==> src/hdl/qte_pkg.sv <==
// shared types, constants and arithmetic helpers for the quaternion to euler unit
// no dependencies
package qte_pkg;

   localparam int TERM_W       = 34;
   localparam int VEC_W        = 38;
   localparam int ACC_W        = 34;
   localparam int ROOT_STEPS   = 31;
   localparam int CORDIC_STEPS = 20;

   localparam logic signed [TERM_W-1:0] ONE_Q30 = 34'sd1073741824;
   localparam logic signed [34:0]       SAT_HI  = 35'sd4294967295;
   localparam logic signed [34:0]       SAT_LO  = -35'sd4294967296;
   localparam logic signed [ACC_W-1:0]  DEG90   = 34'sd754974720;
   localparam logic signed [18:0]       ROLL_LIM  = 19'sd23040;
   localparam logic signed [18:0]       PITCH_LIM = 19'sd11520;

   // sine and cosine terms, Q.30
   typedef struct packed {
      logic signed [TERM_W-1:0] sr;
      logic signed [TERM_W-1:0] cr;
      logic signed [TERM_W-1:0] sp;
      logic signed [TERM_W-1:0] sy;
      logic signed [TERM_W-1:0] cy;
   } term_type;

   // item inside the square root pipeline
   typedef struct packed {
      logic signed [TERM_W-1:0] sr;
      logic signed [TERM_W-1:0] cr;
      logic signed [TERM_W-1:0] sy;
      logic signed [TERM_W-1:0] cy;
      logic signed [30:0]       sp;
      logic                     sat_pos;
      logic                     sat_neg;
      logic [60:0]              v;
      logic [61:0]              r;
   } root_type;

   // one cordic vector
   typedef struct packed {
      logic signed [VEC_W-1:0] x;
      logic signed [VEC_W-1:0] y;
      logic signed [ACC_W-1:0] acc;
      logic                    zero;
   } vec_type;

   // item inside the cordic pipeline
   typedef struct packed {
      vec_type roll;
      vec_type pitch;
      vec_type yaw;
      logic    sat_pos;
      logic    sat_neg;
   } cord_type;

   // saturate to the 33-bit signed range
   function automatic logic signed [TERM_W-1:0] sat33(input logic signed [34:0] v);
      if (v > SAT_HI) return SAT_HI[TERM_W-1:0];
      if (v < SAT_LO) return SAT_LO[TERM_W-1:0];
      return v[TERM_W-1:0];
   endfunction

   // atan(2^-i) in 2^-23 degree
   function automatic logic signed [ACC_W-1:0] atan_entry(input int i);
      case (i)
         0:  return 34'sd377487360;
         1:  return 34'sd222843801;
         2:  return 34'sd117744544;
         3:  return 34'sd59768969;
         4:  return 34'sd30000467;
         5:  return 34'sd15014858;
         6:  return 34'sd7509261;
         7:  return 34'sd3754860;
         8:  return 34'sd1877459;
         9:  return 34'sd938733;
         10: return 34'sd469367;
         11: return 34'sd234683;
         12: return 34'sd117342;
         13: return 34'sd58671;
         14: return 34'sd29335;
         15: return 34'sd14668;
         16: return 34'sd7334;
         17: return 34'sd3667;
         18: return 34'sd1833;
         19: return 34'sd917;
         default: return '0;
      endcase
   endfunction

   // fold the left half plane into the right one
   function automatic vec_type prerot(input logic signed [VEC_W-1:0] y,
                                      input logic signed [VEC_W-1:0] x);
      vec_type o;
      o.zero = (x == '0) && (y == '0);
      o.x    = x;
      o.y    = y;
      o.acc  = '0;
      if (x < 0) begin
         if (y >= 0) begin
            o.x   = y;
            o.y   = -x;
            o.acc = DEG90;
         end else begin
            o.x   = -y;
            o.y   = x;
            o.acc = -DEG90;
         end
      end
      return o;
   endfunction

   // round to 1/128 degree, half up, then clamp
   function automatic logic signed [18:0] round_clamp(input logic signed [ACC_W-1:0] acc,
                                                      input logic signed [18:0] lim);
      logic signed [34:0] s;
      logic signed [18:0] r;
      s = 35'(acc) + 35'sd32768;
      r = 19'(s >>> 16);
      if (r > lim) r = lim;
      if (r < -lim) r = -lim;
      return r;
   endfunction

endpackage

==> src/hdl/qte_root_stage.sv <==
// one step of the digit-by-digit integer square root
// depends on qte_pkg
module qte_root_stage #(
   parameter int K = 0
) (
   input  logic               clock,
   input  logic               en,
   input  qte_pkg::root_type  din,
   output qte_pkg::root_type  dout
);

   localparam logic [61:0] BIT = 62'd1 << (2 * K);

   qte_pkg::root_type dout_ff, dout_in;
   logic [61:0]       trial;

   // compare remainder against trial value
   always_comb begin
      dout_in = din;
      trial   = din.r + BIT;
      if ({1'b0, din.v} >= trial) begin
         dout_in.v = din.v - trial[60:0];
         dout_in.r = (din.r >> 1) + BIT;
      end else begin
         dout_in.r = din.r >> 1;
      end
   end

   always_ff @(posedge clock) begin
      if (en) begin
         dout_ff <= dout_in;
      end
   end

   assign dout = dout_ff;

endmodule

==> config.mk <==
export PLATFORM = sky130hd
export DESIGN_NAME = qte_root_stage
export DESIGN_NICKNAME = d
export VERILOG_FILES = /design/src/hdl/qte_pkg.sv /design/src/hdl/qte_root_stage.sv
export SDC_FILE = /design/constraint.sdc
export NUM_CORES = 1
export LEC_CHECK = 0
export ABC_AREA = 1
export ABC_CLOCK_PERIOD_IN_PS = 4950
export BUFFER_PORTS_ARGS = -buffer_cell sky130_fd_sc_hd__buf_2
export CAP_MARGIN = 20
export CORE_ASPECT_RATIO = 0.5
export CORE_MARGIN = 1.5
export CORE_UTILIZATION = 47
export DETAILED_ROUTE_END_ITERATION = 10
export PLACE_DENSITY = 0.77
export RECOVER_POWER = 100
export SKIP_LAST_GASP = 1
export SLEW_MARGIN = 0
export SYNTH_ARGS = -nofsm -noshare
export SYNTH_HDL_FRONTEND = slang
export SYNTH_SLANG_ARGS = --single-unit
export TNS_END_PERCENT = 1
==> constraint.sdc <==
create_clock -name clock -period 4.95 [get_ports clock]
set_input_delay 1.485 -clock clock [delete_from_list [all_inputs] [get_ports clock]]
set_output_delay 1.485 -clock clock [all_outputs]
set_load 0.03 [all_outputs]
# --- After elaboration in Yosys (flattened, before gate mapping) ---
# Cells that the tools add are included.
word_totals:
  reg_bits: 292
  inputBits: 294
  output_inout_bits: 292
  wordCells: 16
op_classes:
  n_addsub: 3
  n_lt_le_gt_ge: 1
  muxes: 2
ops:
  columns: ["cell", "count"]
  rows:
  - ["two-way mux 61 bit", 2]
  - ["adder 61 x 1 -> 62 bit, second input constant", 1]
  - ["adder 62 x 1 -> 62 bit, second input constant", 1]
  - ["greater-or-equal comparator 61 x 62 -> 1 bit", 1]
  - ["subtractor 61 bit", 1]

# --- Longest topological paths before layout ---
# Gate-level depths: netlist (run 1).
depth:
  depth_word: 3
  mapped_depth: 27
  mapped_depth_nobuf: 25

# --- Worst setup path before layout (run 1) ---
# OpenSTA, ideal clock, no wires.
synth_timing:
  kind: "input to register"
  start: "input port din[1] (netlist bit)"
  end: "register dout_ff, in the netlist dout[41] (data pin)"
  setup_time_ns: 0.253
  t_arrival_ns: 4.648
  required_ns: 4.697
  setup_slack_ns: 0.049
  stages: 23
  path_buffers: 2
  cell_sequence: "ha_1 -> inv_1 -> nor2_4 -> nand2_1 -> nor2_1 -> nand2_1 -> nor3_1 -> xor2_1 -> a21oi_1 -> ha_1 -> nand2_1 -> nor2_1 -> inv_1 -> nor2_1 -> nand2_1 -> nor3_1 -> nand2_1 -> nand3_1 -> nand2_2 -> buf_2 -> buf_2 -> nand3_1 -> nand2_1"
synth_lines:
  columns: ["element", "line_no", "source"]
  rows:
  - ["from (decl)", "qte_root_stage.sv:8", "input qte_pkg::root_type din,"]
  - ["to (signal assigned)", "qte_root_stage.sv:31", "dout_ff <= dout_in;"]
  - ["to (decl)", "qte_root_stage.sv:14", "qte_pkg::root_type dout_ff, dout_in;"]

==> results.cfg, run 1 <==
[drt]
drt_wl_total_mm = 84.8
drt-initial-drc-count = 2471
detail-route-antenna-nets = 0
dr.pass1.iters = 6
routedWlPerCell_um = 21.0
num_vias = 20986
routed_via_density = 5.21
route.detailed.drc = 0

[synth]
synth_fp_nets = 2801
yosysTopAreaCell = edfxtp_1
synth_cell_type_count = 32
primary_flip_flop_cell_chosen_by_synthesis_mapping = edfxtp_1
async_reset_ff_share_pct = 0
yosys_warnings = 0
synthTopCellsByArea = edfxtp_1, nand2_1, inv_1
count_of_state_elements_after_synthesis = 292
synth_area_um2 = 18800
synthCells = 2443
yosysSeqAreaShare_pct = 46.7
number_of_enable_flip_flop_cells_after_synthesis = 292
yosysTopAreaCellShare_pct = 46.7
syn_avg_cell_area_um2 = 7.69

[die]
die-height_um = 144
initial_utilization_pct = 48.0
design.die.area_um2 = 41300
pin_count = 586
design.core.area_um2 = 39100
floorplan.die.width_um = 286
num_rows = 51

[timing]
period_minus_slack_ns = 4.77
tightest_slew_ns = 3.27
max-slew-margin-rel_pct = -118
max_clock_freq_mhz = 210
finalHoldViolations = 0
period_share_pct = 96.4
timing.final.max_slew_violations = 58
report.final.setup_viol = 0
final.hold.worst_slack_ns = 1.06

[clocking]
cts-buffers-inserted = 27
cts.path.max_buffers = 3
cts.sink_count = 292
cts.reportedPaths.clkPinSlew_ns = 0.07
tritoncts = done
clock_tree.htree_level_count = 1
ctsHoldBuffers = 0
cts.root.buffer_cell = clkbuf_16

[global_route]
grt_max_degree = 102
grt_remaining_overflow = 0
number_of_antenna_violations_at_the_first_check_in_global_routing = 15
wire_length_of_the_first_global_routing_pass_mm = 119
first_global_vias = 19437
globalRouteTotalUtil_pct = 39.3

[run_status]
violations = capacitance limit, slew limit
status = finished with violations

[critical_path]
critical_path_fanouts_max = 4
worst_setup_path_start_kind = input port
cp_data_required_time_ns = 5.30
endpoint = dout[121]
critical_path.cell_chain = buf_2 -> buf_4 -> nand2_1 -> nor3_1 -> nand2_1 -> nor3_1 -> nand4_1 -> xor2_1 -> ha_1 -> buf_4 -> a21oi_1 -> buf_4 -> o21ai_0 -> a21oi_1 -> nand2_1 -> a21oi_1 -> nand2_1 -> nand2_1 -> nand2_1 -> nand2_1 -> nand2_1
timing.critical_path.slowest_stage_cell = xor2_1
path_common_cell = nand2_1
timing.critical_path.to_type = flop
critical_path.startpoint = din[43]
timing.setup.critical_path_class = in2reg
critical-path-max-stage-delay_ns = 0.33
arrival_ns = 5.12

[placement]
routabilityCongestion = 1.05
numPlacedInstances = 3972
hpwl_mm = 70.7
io_buffers = 585

[cells_and_area]
post_layout_nonfiller_instances = 4030
fillers = 3571
layout_area_overhead_pct = 40.7
post_route_cells_drive_above_1_share_pct = 24.2
final_nets = 3832
largest_register_ff_count = 292

[worst_hold_path]
hold_path.class = in2reg

[power_and_ir_drop]
power.ir.vdd_worst_mv = 0.238
static-leakage-power_nw = 13.3
power_per_cell_area_nw_per_um2 = 286

[job]
timing.max_cap.violations = 1
[repair_timing]
| item | CTS | global route |
|---|---|---|
| setup buffers | 0 | 2 |
| setup endpoints to repair | 0 | 123 |
| resized for setup | 0 | 37 |
[report_power, final]
| group | leakage [nW] | switching, mW | internal, mW | total (mW) |
|---|---|---|---|---|
| clock network | 0.396 | 0.985 | 1.06 | 2.04 |
| logic | 10.1 | 1.62 | 0.800 | 2.42 |
| registers | 2.85 | 0.105 | 3.00 | 3.11 |
[cell usage in the layout (no fill, tap or decap), drive strengths merged]
cell type     count
and2              2
mux2i            11
inv             371
nand3           208
fa                1
bufinv            1
o21ai            10
nand4            40
ha               63
and3              2
or2               2
nor3             40
clkinv           14
nor4              4
dlymetal6s4s      1
edfxtp          292
xnor2            34
a21oi            52
nand3b            3
clkinvlp          2
nand2           950
diode             7
nor2            208
buf             758
o21bai            3
clkbuf          330
xor2             91
[worst min-delay path by stage]
stage,startpoint,endpoint,slack [ns],depth (start not counted)
floorplan,din[123],dout[123],1.58,0
global placement,din[205],dout[205],1.66,1
detailed placement,din[220],dout[220],1.66,1
CTS,din[198],dout[198],1.05,1
global route,din[233],dout[233],1.06,1
finish,din[198],dout[198],1.06,1
[through the flow]
| step | TNS (ns) | setup slack [ns] | area, um^2 | utilization, % | total power [mW] |
|---|---|---|---|---|---|
| after floorplan | 0 | 0.0491 | 18800 | - | 4.39 |
| after global placement | -47.66 | -0.431 | 25800 | 65.9 | 5.51 |
| after detailed placement | -52.66 | -0.507 | 25800 | 65.9 | 5.54 |
| after CTS | 0 | 0.0407 | 26600 | 68.0 | 7.54 |
| after global routing | -0.00277 | -0.00277 | 26400 | 67.6 | 7.82 |
| final | 0 | 0.180 | 26400 | 67.6 | 7.57 |
[synthesized netlist by cell type (all sizes together), types with 4 or more instances]
master  number
mux2i       11
nand2      950
nand4       40
buf         42
nor3        40
nor2       208
nor4         4
inv        369
xor2        91
nand3      208
xnor2       34
edfxtp     292
ha          63
clkbuf      16
o21ai       10
a21oi       52
[logic make-up (layout without fill, tap and decap cells)]
kind of cell / Yosys count / count (layout) / share of synthesized area [%]
other: 0 / 7 / 0
DFF: 292 / 292 / 46.7
xor gates and xnor gates: 125 / 125 / 5.83
and+or+nand+nor: 1459 / 1459 / 31.7
buffers and inverters: 427 / 1477 / 9.14
AOI/OAI and AO/OA: 65 / 65 / 1.79
adders and majority gates: 64 / 64 / 4.30
muxes: 11 / 11 / 0.586
[critical path, delay by kind of cell]
| kind | cells | cell delay, ns |
|---|---|---|
| xor+xnor | 1 | 0.33 |
| simple gates | 11 | 1.65 |
| buf+inv | 4 | 0.67 |
| compound gates | 4 | 0.66 |
| fa+ha+maj | 1 | 0.30 |
[area by class of cell]
| class | instances | area, um^2 | area share (%) |
|---|---|---|---|
| flip-flops and latches | 292 | 8770 | 33.2 |
| multi-input cells | 1724 | 8480 | 32.1 |
| repair buffers | 1060 | 6290 | 23.8 |
| inverters | 369 | 1390 | 5.24 |
| clock buffers | 29 | 683 | 2.58 |
| well taps | 530 | 663 | 2.51 |
| clock inverters | 19 | 139 | 0.526 |
| diodes | 7 | 17.5 | 0.0663 |
[metal layers]
layer	vias to the layer above	routed length (um)	track usage, %
met5	-	45	0
met4	8	2090	8.60
met3	159	11400	13.6
met2	1198	37300	61.8
met1	9786	33900	52.5
li1	9835	-	-
No activity file was read; power rests on OpenSTA's default activity.
==> run 2: changes to the inputs <==
--- a/config.mk
+++ b/config.mk
@@ -6,14 +6,12 @@
 export NUM_CORES = 1
 export LEC_CHECK = 0
 export ABC_AREA = 1
-export ABC_CLOCK_PERIOD_IN_PS = 4950
+export ABC_CLOCK_PERIOD_IN_PS = 5600
 export BUFFER_PORTS_ARGS = -buffer_cell sky130_fd_sc_hd__buf_2
 export CAP_MARGIN = 20
-export CORE_ASPECT_RATIO = 0.5
-export CORE_MARGIN = 1.5
-export CORE_UTILIZATION = 47
+export CORE_AREA = 2 2 227 229
 export DETAILED_ROUTE_END_ITERATION = 10
-export PLACE_DENSITY = 0.77
+export DIE_AREA = 0 0 229 231
 export RECOVER_POWER = 100
 export SKIP_LAST_GASP = 1
 export SLEW_MARGIN = 0
==> constraint.sdc (replaced) <==
create_clock -name clock -period 5.6 [get_ports clock]
set_input_delay 1.68 -clock clock [delete_from_list [all_inputs] [get_ports clock]]
set_output_delay 1.68 -clock clock [all_outputs]
set_load 0.03 [all_outputs]
==> run 2 against run 1 <==
Net effect:
- routed wire length up 9.3%
- cell count down 1.9%
- utilization down 18 points
- sequential power down 12%
- hold slack better by 0.23 ns
- clock-buffer cell count up 13
- the flow still finishes with violations (capacitance limit, slew limit)
- critical path type unchanged
- worst setup slack better by 0.074 ns
- sequential share of layout area up 2.0 points
- via count down 5.5%
==> results.cfg, run 2 (synthesized netlist as in run 1, its figures left out) <==
[run_status]
status = finished with violations
violations = capacitance limit, slew limit

[cells_and_area]
post_route_cells_drive_above_1_share_pct = 17.8
largest_register_ff_count = 292
layout_area_overhead_pct = 32.6
post_layout_nonfiller_instances = 3954
final_nets = 3609
fillers = 5283
leading_cell_type_in_the_layout_fill_and_taps_excluded = nand2_1
commonest_cells_after_routing_fill_and_taps_aside = nand2_1, inv_1, clkbuf_1
layout.cell_area.non_filler_um2 = 24900

[clocking]
tritoncts = done
ctsHoldBuffers = 0
cts.reportedPaths.clkPinSlew_ns = 0.06
clock_tree.htree_level_count = 2
post_cts.repair.setup_buffers = 0
cts.path.max_buffers = 3
cts-buffers-inserted = 36
cts.root.buffer_cell = clkbuf_16
cts.sink_count = 292
post_cts_resize_count = 0

[drt]
drt_wl_total_mm = 92.6
detail-route-antenna-nets = 0
routed_via_density = 5.02
routedWlPerCell_um = 23.4
route.detailed.drc = 0
num_vias = 19838
drt-initial-drc-count = 1638
dr.pass1.iters = 8

[die]
pin_count = 586
floorplan.die.width_um = 229
design.die.area_um2 = 52900
num_rows = 83
design.core.area_um2 = 50700
initial_utilization_pct = 37.1
die-height_um = 231

[global_route]
number_of_antenna_violations_at_the_first_check_in_global_routing = 5
globalRouteMet1Util_pct = 42.6
global_routing_met3_resource_utilization_pct = 6.66
grt_max_degree = 122
grt.met2_usage_pct = 59.3
wire_length_of_the_first_global_routing_pass_mm = 130
busiest_layer = met2
first_global_vias = 19199
grt_remaining_overflow = 0
globalRouteTotalUtil_pct = 34.1

[timing]
rsz0062_at_grt = no
max-slew-margin-rel_pct = -127
setup_total_negative_slack_ns = 0
period_minus_slack_ns = 5.35
final.hold.worst_slack_ns = 1.29
tightest_slew_ns = 3.40
timing.final.max_slew_violations = 122
max_clock_freq_mhz = 187
report.final.setup_viol = 0
finalHoldViolations = 0
period_share_pct = 95.5

[worst_hold_path]
timing.hold.worst_endpoint = dout[255]
hold_path.class = in2reg
hold_path.startpoint = din[255]
timing.hold.worst_path_depth = 1

[placement]
routabilityCongestion = 1.02
hpwl_mm = 77.9
io_buffers = 585
numPlacedInstances = 3893
dpl-instance-area_um2 = 24300

[power_and_ir_drop]
p_total_mw = 6.98
power.ir.vdd_worst_mv = 0.203
power_per_cell_area_nw_per_um2 = 280
static-leakage-power_nw = 12.3

[critical_path]
arrival_ns = 5.65
worst_setup_path_start_kind = input port
cp_data_required_time_ns = 5.90
timing.critical_path.to_type = flop
critical_path_fanouts_max = 40
timing.setup.critical_path_class = in2reg

[job]
timing.max_cap.violations = 1
## run 2: worst max path at each step
stage             from        end  slack [ns]  depth (start not counted)
2_1_floorplan   din[1]   dout[41]        0.50                         23
3_3_place_gp   din[41]   dout[36]       -0.25                         19
3_5_place_dp   din[41]   dout[36]       -0.23                         19
4_1_cts        din[41]   dout[36]        0.31                         19
5_1_grt        din[41]   dout[59]        0.06                         19
6_report       din[41]  dout[118]        0.25                         19
## run 2: power breakdown
| part | switching (mW) | total [mW] | leakage, nW | internal (mW) |
|---|---|---|---|---|
| Sequential | 0.0911 | 2.75 | 2.85 | 2.66 |
| Clock | 0.980 | 2.26 | 0.538 | 1.28 |
| Combinational | 1.41 | 1.97 | 8.87 | 0.567 |
| Total | 2.48 | 6.98 | 12.3 | 4.50 |
## run 2: cell type report
type / count / area, um^2 / area share [%]
Clock buffer: 42 / 923 / 3.71
Inverter: 369 / 1390 / 5.56
Antenna cell: 2 / 5.00 / 0.0201
Sequential cell: 292 / 8770 / 35.2
Timing Repair Buffer: 828 / 4500 / 18.1
Tap cell: 680 / 851 / 3.41
Multi-Input combinational cell: 1724 / 8320 / 33.4
Clock inverter: 17 / 164 / 0.658
## run 2: metrics by stage
stage	worst slack (ns)	util [%]
6_report	0.254	49.2
3_5_place_dp	-0.233	47.9
2_1_floorplan	0.504	-
4_1_cts	0.311	50.0
5_1_grt	0.0612	49.2
3_3_place_gp	-0.254	47.9
## run 2: routing by layer
metal / part of all wire, % / wire length, um
met4: 3.6 / 3340
met3: 7.4 / 6820
met2: 49 / 45200
met5: 0.040 / 37
met1: 40 / 37200
## run 2: critical path, cell delays in order
cell     delay [ns]
buf_2          0.14
nand2_1        0.14
nor2_1         0.17
nand4_1        0.20
nor3_1         0.42
nand2_1        0.09
nor2_1         0.41
xor2_1         0.25
mux2i_1        0.14
ha_1           0.36
nand2_1        0.10
nor4_1         0.48
buf_1          0.19
nand2_1        0.08
a21oi_2        0.15
nand2_4        0.10
buf_4          0.28
nand3_1        0.14
nand2_1        0.08
