--- src/hdl/qte_pkg.sv ---
// shared types, constants and arithmetic helpers for the quaternion to euler unit
// no dependencies
package qte_pkg;

   localparam int TERM_W       = 34;
   localparam int VEC_W        = 38;
   localparam int ACC_W        = 34;
   localparam int ROOT_STEPS   = 31;
   localparam int CORDIC_STEPS = 20;

   localparam logic signed [TERM_W-1:0] ONE_Q30 = 34'sd1073741824;
   localparam logic signed [34:0]       SAT_HI  = 35'sd4294967295;
   localparam logic signed [34:0]       SAT_LO  = -35'sd4294967296;
   localparam logic signed [ACC_W-1:0]  DEG90   = 34'sd754974720;
   localparam logic signed [18:0]       ROLL_LIM  = 19'sd23040;
   localparam logic signed [18:0]       PITCH_LIM = 19'sd11520;

   // sine and cosine terms, Q.30
   typedef struct packed {
      logic signed [TERM_W-1:0] sr;
      logic signed [TERM_W-1:0] cr;
      logic signed [TERM_W-1:0] sp;
      logic signed [TERM_W-1:0] sy;
      logic signed [TERM_W-1:0] cy;
   } term_type;

   // item inside the square root pipeline
   typedef struct packed {
      logic signed [TERM_W-1:0] sr;
      logic signed [TERM_W-1:0] cr;
      logic signed [TERM_W-1:0] sy;
      logic signed [TERM_W-1:0] cy;
      logic signed [30:0]       sp;
      logic                     sat_pos;
      logic                     sat_neg;
      logic [60:0]              v;
      logic [61:0]              r;
   } root_type;

   // one cordic vector
   typedef struct packed {
      logic signed [VEC_W-1:0] x;
      logic signed [VEC_W-1:0] y;
      logic signed [ACC_W-1:0] acc;
      logic                    zero;
   } vec_type;

   // item inside the cordic pipeline
   typedef struct packed {
      vec_type roll;
      vec_type pitch;
      vec_type yaw;
      logic    sat_pos;
      logic    sat_neg;
   } cord_type;

   // saturate to the 33-bit signed range
   function automatic logic signed [TERM_W-1:0] sat33(input logic signed [34:0] v);
      if (v > SAT_HI) return SAT_HI[TERM_W-1:0];
      if (v < SAT_LO) return SAT_LO[TERM_W-1:0];
      return v[TERM_W-1:0];
   endfunction

   // atan(2^-i) in 2^-23 degree
   function automatic logic signed [ACC_W-1:0] atan_entry(input int i);
      case (i)
         0:  return 34'sd377487360;
         1:  return 34'sd222843801;
         2:  return 34'sd117744544;
         3:  return 34'sd59768969;
         4:  return 34'sd30000467;
         5:  return 34'sd15014858;
         6:  return 34'sd7509261;
         7:  return 34'sd3754860;
         8:  return 34'sd1877459;
         9:  return 34'sd938733;
         10: return 34'sd469367;
         11: return 34'sd234683;
         12: return 34'sd117342;
         13: return 34'sd58671;
         14: return 34'sd29335;
         15: return 34'sd14668;
         16: return 34'sd7334;
         17: return 34'sd3667;
         18: return 34'sd1833;
         19: return 34'sd917;
         default: return '0;
      endcase
   endfunction

   // fold the left half plane into the right one
   function automatic vec_type prerot(input logic signed [VEC_W-1:0] y,
                                      input logic signed [VEC_W-1:0] x);
      vec_type o;
      o.zero = (x == '0) && (y == '0);
      o.x    = x;
      o.y    = y;
      o.acc  = '0;
      if (x < 0) begin
         if (y >= 0) begin
            o.x   = y;
            o.y   = -x;
            o.acc = DEG90;
         end else begin
            o.x   = -y;
            o.y   = x;
            o.acc = -DEG90;
         end
      end
      return o;
   endfunction

   // round to 1/128 degree, half up, then clamp
   function automatic logic signed [18:0] round_clamp(input logic signed [ACC_W-1:0] acc,
                                                      input logic signed [18:0] lim);
      logic signed [34:0] s;
      logic signed [18:0] r;
      s = 35'(acc) + 35'sd32768;
      r = 19'(s >>> 16);
      if (r > lim) r = lim;
      if (r < -lim) r = -lim;
      return r;
   endfunction

endpackage

--- src/hdl/qte_cordic_stage.sv ---
// one vectoring cordic iteration on the roll, pitch and yaw vectors
// depends on qte_pkg
module qte_cordic_stage #(
   parameter int I = 0
) (
   input  logic               clock,
   input  logic               en,
   input  qte_pkg::cord_type  din,
   output qte_pkg::cord_type  dout
);

   localparam logic signed [qte_pkg::ACC_W-1:0] ANGLE = qte_pkg::atan_entry(I);

   qte_pkg::cord_type dout_ff, dout_in;

   function automatic qte_pkg::vec_type step(input qte_pkg::vec_type v);
      qte_pkg::vec_type        o;
      logic signed [qte_pkg::VEC_W-1:0] xs;
      logic signed [qte_pkg::VEC_W-1:0] ys;
      o  = v;
      xs = v.x >>> I;
      ys = v.y >>> I;
      if (v.y > 0) begin
         o.x   = v.x + ys;
         o.y   = v.y - xs;
         o.acc = v.acc + ANGLE;
      end else begin
         o.x   = v.x - ys;
         o.y   = v.y + xs;
         o.acc = v.acc - ANGLE;
      end
      return o;
   endfunction

   // rotate each vector toward the x axis
   always_comb begin
      dout_in       = din;
      dout_in.roll  = step(din.roll);
      dout_in.pitch = step(din.pitch);
      dout_in.yaw   = step(din.yaw);
   end

   always_ff @(posedge clock) begin
      if (en) begin
         dout_ff <= dout_in;
      end
   end

   assign dout = dout_ff;

endmodule

--- config.mk ---
export PLATFORM = sky130hd
export DESIGN_NAME = qte_cordic_stage
export DESIGN_NICKNAME = d
export VERILOG_FILES = /design/src/hdl/qte_pkg.sv /design/src/hdl/qte_cordic_stage.sv
export SDC_FILE = /design/constraint.sdc
export NUM_CORES = 1
export LEC_CHECK = 0
export BUFFER_PORTS_ARGS = -buffer_cell sky130_fd_sc_hd__buf_4
export CORE_AREA = 3 3 258 260
export CTS_CLUSTER_SIZE = 10
export DETAILED_ROUTE_END_ITERATION = 10
export DIE_AREA = 0 0 261 263
export GPL_TIMING_DRIVEN = 0
export PLACE_DENSITY = 0.84
export SKIP_CTS_REPAIR_TIMING = 1
export SLEW_MARGIN = 5
export SYNTH_ARGS = -nofsm -noshare
export SYNTH_HDL_FRONTEND = slang
export SYNTH_SLANG_ARGS = --single-unit
--- constraint.sdc ---
create_clock -name clock -period 3.3 [get_ports clock]
set_input_delay 0.165 -clock clock [delete_from_list [all_inputs] [get_ports clock]]
set_output_delay 0.165 -clock clock [all_outputs]
set_load 0.03 [all_outputs]
# [Word-level counts from Yosys, hierarchy flattened]
# Cells that the tools add are included.
[totals] register_bits=335 input_bits=337
[op_classes] addsub=15 order_cmp=3 muxes=3
[op_table] cell="110-bit two-way mux" count=3
[op_table] cell="38-bit subtractor" count=6
[op_table] cell="38-bit adder" count=3
[op_table] cell="38-bit by 1-bit > comparator with 1-bit output, second input constant" count=3
[op_table] cell="34-bit by 30-bit adder with 34-bit output, second input constant" count=3
[op_table] cell="34-bit by 30-bit subtractor with 34-bit output, second input constant" count=3

# [Logic depth before layout (Yosys ltp)]
# Gate-level depths: netlist of the first run.
[depth] depth_word=2 depth_mapped=18

# [Worst setup path after synthesis of the first run]
# Ideal clock, no wire load.
[synth_path] kind="input -> register" startpoint="in din[276] (netlist bit)" endpoint="reg dout_ff, in the netlist dout[257], data pin" setup_time_ns=0.258 arrival_time_ns=3.310 required_time_ns=3.042 path_slack_ns=-0.268 cell_stages=18 cell_sequence="nor4_1 -> nand4_1 -> nor3_1 -> or2_2 -> clkbuf_1 -> clkbuf_1 -> clkbuf_1 -> ha_1 -> a21o_1 -> a21oi_1 -> o21bai_1 -> a21oi_1 -> nor2b_1 -> o21a_1 -> o21ai_0 -> nand2b_1 -> a21oi_1 -> xnor2_1"
[synth_rtl] item="from (decl)" line_no="qte_cordic_stage.sv:8" source="input qte_pkg::cord_type din,"
[synth_rtl] item="to (signal assigned)" line_no="qte_cordic_stage.sv:45" source="dout_ff <= dout_in;"
[synth_rtl] item="to (decl)" line_no="qte_cordic_stage.sv:14" source="qte_pkg::cord_type dout_ff, dout_in;"

==> results.tsv, run 1 <==
stage	metric	value	unit
worst_hold_path	hold_start	din[147]	
layout	seq_area	9970	um2
clocking	cts_tree	done	
global_route	grt_use_total	36.8	%
layout	multi_input_area	19200	um2
placed_design	hpwlAfterDp	107000	um
layout	final_area	39800	um2
global_route	antenna_found_initial	12	
worst_setup_path	crit_type	in2reg	
worst_setup_path	critPathMaxStageDelay	0.45	ns
detailed_routing	drc	0	
worst_setup_path	cp_cell_sequence	buf_4, nor4_2, nand4_1, nor3_2, or2_4, clkinvlp_4, buf_6, buf_12, ha_4, a21oi_4, o21bai_2, a21oi_2, nor2b_1, o21a_1, o21ai_4, nand2b_1, a21oi_2, xnor2_1	
clocking	htree_levels	2	
floorplan	die_y	263	um
layout	drive_above_1_share	20.3	%
synthesis	synth_top_area_share	32.3	%
clocking	clockBufferDepth	3	
floorplan	rows	93	
worst_hold_path	hp-class	in2reg	
sta	relSlewSlack	20.7	%
placed_design	post_dp_cell_area	37100	um2
power_and_ir_drop	p_switching	7.15	mW
sta	finalCritPeriodShare	104	%
clocking	clk_pin_slew	0.06	ns
worst_setup_path	cp.buffers_inverters	4	
worst_setup_path	worstSetupEndpointType	flop	
synthesis	synthFlopType	edfxtp_1	
placed_design	dp_slack	-3.25	ns
worst_setup_path	cp-startpoint	din[149]	
sta	hold_ws	-0.0168	ns
clocking	cts_sinks	332	
synthesis	yosys.area.top_type	edfxtp_1	
floorplan	initial_core_util	48.0	%
detailed_routing	routed_wl	136000	um
power_and_ir_drop	netSwitchingFraction	40.1	%
floorplan	dieArea	68600	um2
sta	fin_ws	-0.144	ns
sta	fin_crit	3.44	ns
synthesis	seq_area_frac_synth	32.3	%
detailed_routing	drt_iter0_markers	3315	
synthesis	synth_seq_cells	332	
synthesis	synth_nets	4266	
synthesis	async_reset_ff_share	0	%
synthesis	synth_area_leaders	edfxtp_1 32%, ha_1 15%, a21oi_1 7.1%, xnor2_1 6.3%, inv_1 4.4%	
detailed_routing	viasPerCell	6.12	
worst_setup_path	cp_slowest_cell	nor4_2	
sta	finalHoldViolCount	1	
floorplan	core_area	64300	um2
clocking	root_buffer	clkbuf_16	
floorplan	ios	672	
worst_setup_path	path_delay_family	simple AND/OR/NAND/NOR gates	
sta	rsz0062_at_grt	yes	
layout	nets	5076	
global_route	grt_pass1_wl	192000	um
floorplan	die_w	261	um
detailed_routing	wl_per_cell	25.8	um
synthesis	synth_area	30900	um2
run_status	status	complete, but fails checks	
power_and_ir_drop	power_density	448	nW/um2
clocking	cts_buffers	42	
worst_setup_path	path_common_cell	a21oi_2	
global_route	grt_max_degree	121	
layout	fillers	5546	
detailed_routing	vias	32100	
synthesis	syn_area_per_cell	8.68	um2
synthesis	yosys_warnings	0	
run_status	violations	hold timing, setup timing	
worst_setup_path	cp-start-kind	input pin	
job	cap_violations	0	
layout	syn2layout_area_growth	28.8	%
power_and_ir_drop	clkPwrFrac	23.9	%
worst_setup_path	cp_max_fo	12	
worst_setup_path	arrival	3.78	ns
global_route	gr-total-overflow	0	
sta	drv_slew	0	
power_and_ir_drop	cell_internal_pwr	10.7	mW
detailed_routing	first_pass_iters	6	
detailed_routing	drtAntennaViolNets	0	
synthesis	synth_cells	3557	
layout	largest_reg_flops	332	
sta	setup_viol	3	
power_and_ir_drop	leakage	17.4	nW
power_and_ir_drop	seqPwrFrac	32.1	%
placed_design	io_buffers	671	
synthesis	post_synth_num_cell_types	97	
sta	fmaxAchievable	0.290	GHz
power_and_ir_drop	irDropWorstVdd	0.384	mV
synthesis	synth_edf_count	332	
placed_design	gp_congestion	1.02	
worst_setup_path	crit_required	3.63	ns
global_route	grt_pass1_vias	30700	
sta	worst_pin_slew	1.19	ns
power_and_ir_drop	pwr-share-comb	44.0	%
-- path summary, 6_finish.rpt --
kind | end | slack (ns) | cells after the start
hold / removal | dout[147]$_DFFE_PP_ | -0.02 | 3
setup / recovery | dout[146]$_DFFE_PP_ | -0.14 | 18
-- cells in the mapped netlist, types with 30 or more instances --
master and n:
o21ai_0 224, nand3_1 34, nor2_1 308, nor3_1 63, nor4_1 55, clkbuf_1 90, nor2b_1 39, edfxtp_1 332
o21a_1 37, o21bai_1 80, nand4_1 53, a211oi_1 31, nand2b_1 30, xnor2_1 221, nand2_1 179, a21oi_1 441
o211ai_1 35, inv_1 366, a21o_1 88, buf_1 34, ha_1 360, o31ai_1 44, mux2i_1 48
-- logic make-up (layout without fill, tap and decap cells) --
| kind of cell | after synthesis | in the layout | synth area share (%) |
|---|---|---|---|
| buf+inv | 532 | 1361 | 6.70 |
| flops | 332 | 332 | 32.3 |
| compound gates | 1183 | 1183 | 24.1 |
| fa+ha+maj | 372 | 372 | 15.4 |
| other cells | 0 | 10 | 0 |
| xor+xnor | 248 | 248 | 7.03 |
| mux | 49 | 49 | 1.59 |
| simple gates | 841 | 841 | 12.9 |
-- routing by layer --
| layer | track usage (%) | up-vias | share of wire (%) |
|---|---|---|---|
| met5 | 0 | - | 0.028 |
| met4 | 17.2 | 6 | 5.5 |
| met3 | 8.70 | 383 | 11 |
| met2 | 59.4 | 1940 | 46 |
| met1 | 46.6 | 15400 | 38 |
| li1 | - | 14400 | - |
-- cell usage in the layout (no fill, tap or decap), types with 30 or more instances in the layout --
| cell | count |
|---|---|
| xnor2_1 | 220 |
| nor2b_1 | 39 |
| a21oi_1 | 428 |
| nand3_1 | 34 |
| nor4_1 | 41 |
| ha_1 | 358 |
| o21ai_0 | 221 |
| buf_4 | 693 |
| nand2_1 | 179 |
| o31ai_1 | 42 |
| a21o_1 | 87 |
| inv_1 | 364 |
| nand4_1 | 53 |
| dlygate4sd3_1 | 81 |
| nand2b_1 | 30 |
| nor2_1 | 306 |
| o21bai_1 | 77 |
| edfxtp_1 | 332 |
| clkbuf_1 | 86 |
| clkbuf_16 | 43 |
| nor3_1 | 60 |
| o21a_1 | 36 |
| buf_1 | 30 |
| mux2i_1 | 48 |
| o211ai_1 | 35 |
-- per-stage QoR --
step / std cells / util [%] / total power, mW / setup TNS, ns
floorplan: 3557 / - / 10.2 / -0.0704
global placement: 5083 / 57.5 / 13.2 / -237.79
detailed placement: 5086 / 57.6 / 13.2 / -143.42
CTS: 5149 / 59.5 / 17.5 / -46.77
global route: 5248 / 61.8 / 18.5 / -0.408
finish: 5251 / 61.8 / 17.8 / -0.239
-- power groups by stage --
stage               Clock [mW]  Sequential, mW  Combinational (mW)
finish                    4.26            5.72                7.83
global route              4.48            5.78                8.23
CTS                       4.30            5.72                7.45
detailed placement           0            5.79                7.41
global placement             0            5.78                7.40
floorplan                    0            7.04                3.16
-- layout make-up --
type                       count  share of cell area [%]
sequential                   332                    25.1
inverter                     375                    3.58
tap                          855                    2.69
clock buffer                  49                    2.76
buffer                       151                    1.87
antenna                       10                  0.0629
timing repair buffer         772                    15.3
multi-input combinational   2693                    48.4
clock inverter                14                   0.280
Note: power is estimated with default switching activity, not from simulation.
==> run 2, diff against run 1 <==
--- a/config.mk
+++ b/config.mk
@@ -6,12 +6,12 @@
 export NUM_CORES = 1
 export LEC_CHECK = 0
 export BUFFER_PORTS_ARGS = -buffer_cell sky130_fd_sc_hd__buf_4
-export CORE_AREA = 3 3 258 260
+export CORE_AREA = 3 3 259 261
 export CTS_CLUSTER_SIZE = 10
 export DETAILED_ROUTE_END_ITERATION = 10
-export DIE_AREA = 0 0 261 263
+export DIE_AREA = 0 0 262 264
 export GPL_TIMING_DRIVEN = 0
-export PLACE_DENSITY = 0.84
+export PLACE_DENSITY = 0.81
 export SKIP_CTS_REPAIR_TIMING = 1
 export SLEW_MARGIN = 5
 export SYNTH_ARGS = -nofsm -noshare
==> constraint.sdc (replaced) <==
create_clock -name clock -period 3.8 [get_ports clock]
set_input_delay 0.19 -clock clock [delete_from_list [all_inputs] [get_ports clock]]
set_output_delay 0.19 -clock clock [all_outputs]
set_load 0.03 [all_outputs]
==> results.tsv, run 2 (synthesis results as in run 1) <==
stage	metric	value	unit
layout	layout_commonest_cell	buf_4	
power_and_ir_drop	irDropWorstVdd	0.313	mV
sta	hold_ws	-0.00796	ns
layout	final_area	39200	um2
job	cap_violations	0	
detailed_routing	viasPerCell	6.10	
layout	fillers	5781	
sta	fin_crit	3.70	ns
floorplan	die_w	262	um
layout	syn2layout_area_growth	27.0	%
sta	fmaxAchievable	0.271	GHz
sta	finalHoldViolCount	1	
floorplan	initial_core_util	47.7	%
run_status	violations	hold timing	
worst_setup_path	crit_required	4.10	ns
global_route	grt_max_degree	124	
clocking	cts_buffers	42	
global_route	gr-total-overflow	0	
floorplan	core_area	64700	um2
power_and_ir_drop	power_density	387	nW/um2
clocking	clk_pin_slew	0.07	ns
worst_setup_path	cp-start-kind	input pin	
placed_design	hpwlAfterDp	104000	um
global_route	antenna_found_initial	16	
worst_setup_path	crit_type	in2reg	
detailed_routing	routed_wl	130000	um
sta	drv_slew	0	
placed_design	gp_congestion	1.05	
detailed_routing	vias	31900	
layout	most-common-layout-cells	676 x buf_4, 439 x a21oi_1, 366 x inv_1	
floorplan	ios	672	
layout	multi_input_area	19000	um2
worst_setup_path	arrival	4.00	ns
layout	seq_area	9970	um2
detailed_routing	drc	0	
clocking	root_buffer	clkbuf_16	
clocking	htree_levels	2	
placed_design	post_dp_cell_area	37100	um2
sta	setup_tns	0	ns
worst_setup_path	cp_slowest_cell	nor4_2	
detailed_routing	drt_iter0_markers	3516	
worst_setup_path	worstSetupEndpointType	flop	
global_route	grt_use_total	35.1	%
clocking	cts_tree	done	
floorplan	dieArea	69200	um2
layout	largest_reg_flops	332	
worst_hold_path	hp-class	in2reg	
floorplan	die_y	264	um
clocking	cts_sinks	332	
run_status	status	complete, but fails checks	
sta	setup_viol	0	
detailed_routing	drtAntennaViolNets	0	
global_route	grt_pass1_wl	185000	um
floorplan	rows	93	
detailed_routing	first_pass_iters	6	
sta	worst_pin_slew	1.21	ns
detailed_routing	wl_per_cell	24.8	um
power_and_ir_drop	leakage	17.3	nW
layout	nets	5060	
worst_setup_path	critPathMaxStageDelay	0.41	ns
worst_setup_path	path_common_cell	a21oi_1	
layout	drive_above_1_share	19.1	%
worst_setup_path	cp_cell_sequence	buf_4, nor4_2, nand4_1, nor3_2, or2_2, clkbuf_4, buf_6, ha_1, a21o_1, a21oi_1, o21bai_1, a21oi_1, nor2b_1, o21a_1, o21ai_0, nand2b_1, a21oi_1, xnor2_1	
sta	rsz0062_at_grt	yes	
placed_design	io_buffers	671	
sta	finalCritPeriodShare	97.2	%
sta	relSlewSlack	18.2	%
global_route	grt_pass1_vias	29900	
power_and_ir_drop	p_total	15.2	mW
worst_setup_path	cp_max_fo	16	
clocking	clockBufferDepth	3	
==> run 2: cell count changes in the layout (fill, tap and decap cells not counted), sizes merged <==
cell	delta
inv	+3
dlygate4sd3	-2
clkbuf	+4
bufinv	-1
clkinvlp	+1
buf	-20
clkinv	-5
diode	+2
==> run 2: through the flow <==
stage	instances	util, %	setup WS (ns)
finish	5233	60.6	0.105
global route	5230	60.6	-0.0256
CTS	5145	59.1	-1.62
detailed placement	5086	57.3	-2.19
global placement	5083	57.2	-2.17
floorplan	3557	-	0.207
==> run 2: path summary, 6_finish.rpt <==
check,to,depth (start not counted),startpoint,slack [ns]
max,dout[257]$_DFFE_PP_,18,din[284],0.10
min,dout[147]$_DFFE_PP_,3,din[147],-0.008
==> run 2: cell type report <==
| class | count | share of cell area [%] |
|---|---|---|
| Sequential cell | 332 | 25.4 |
| Clock inverter | 12 | 0.166 |
| Antenna cell | 12 | 0.0766 |
| Buffer | 154 | 1.75 |
| Multi-Input combinational cell | 2693 | 48.4 |
| Tap cell | 855 | 2.73 |
| Timing Repair Buffer | 753 | 15.1 |
| Clock buffer | 47 | 2.78 |
| Inverter | 375 | 3.61 |
==> run 2: worst max-delay path: cells and delay by family <==
| family | cells | cell delay (ns) |
|---|---|---|
| adders and majority gates | 1 | 0.29 |
| xor gates and xnor gates | 1 | 0.08 |
| and+or+nand+nor | 6 | 1.38 |
| buffers and inverters | 3 | 0.74 |
| AOI/OAI and AO/OA | 7 | 1.29 |
==> run 2: power breakdown <==
part           total [mW]  switching (mW)  internal (mW)
combinational        6.62            4.29           2.33
sequential           4.96           0.187           4.78
clock                3.60            1.58           2.02
total                15.2            6.06           9.12
==> run 2: routing by layer <==
layer  up-vias  part of all wire, %  wire [um]  global-route usage, %
met5         -                0.044         57                      0
li1      14400                    -          -                      -
met4         8                  4.9       6360                   14.9
met1     15100                   38      49900                   45.3
met3       387                   11      14600                   8.20
met2      2072                   45      58900                   56.1
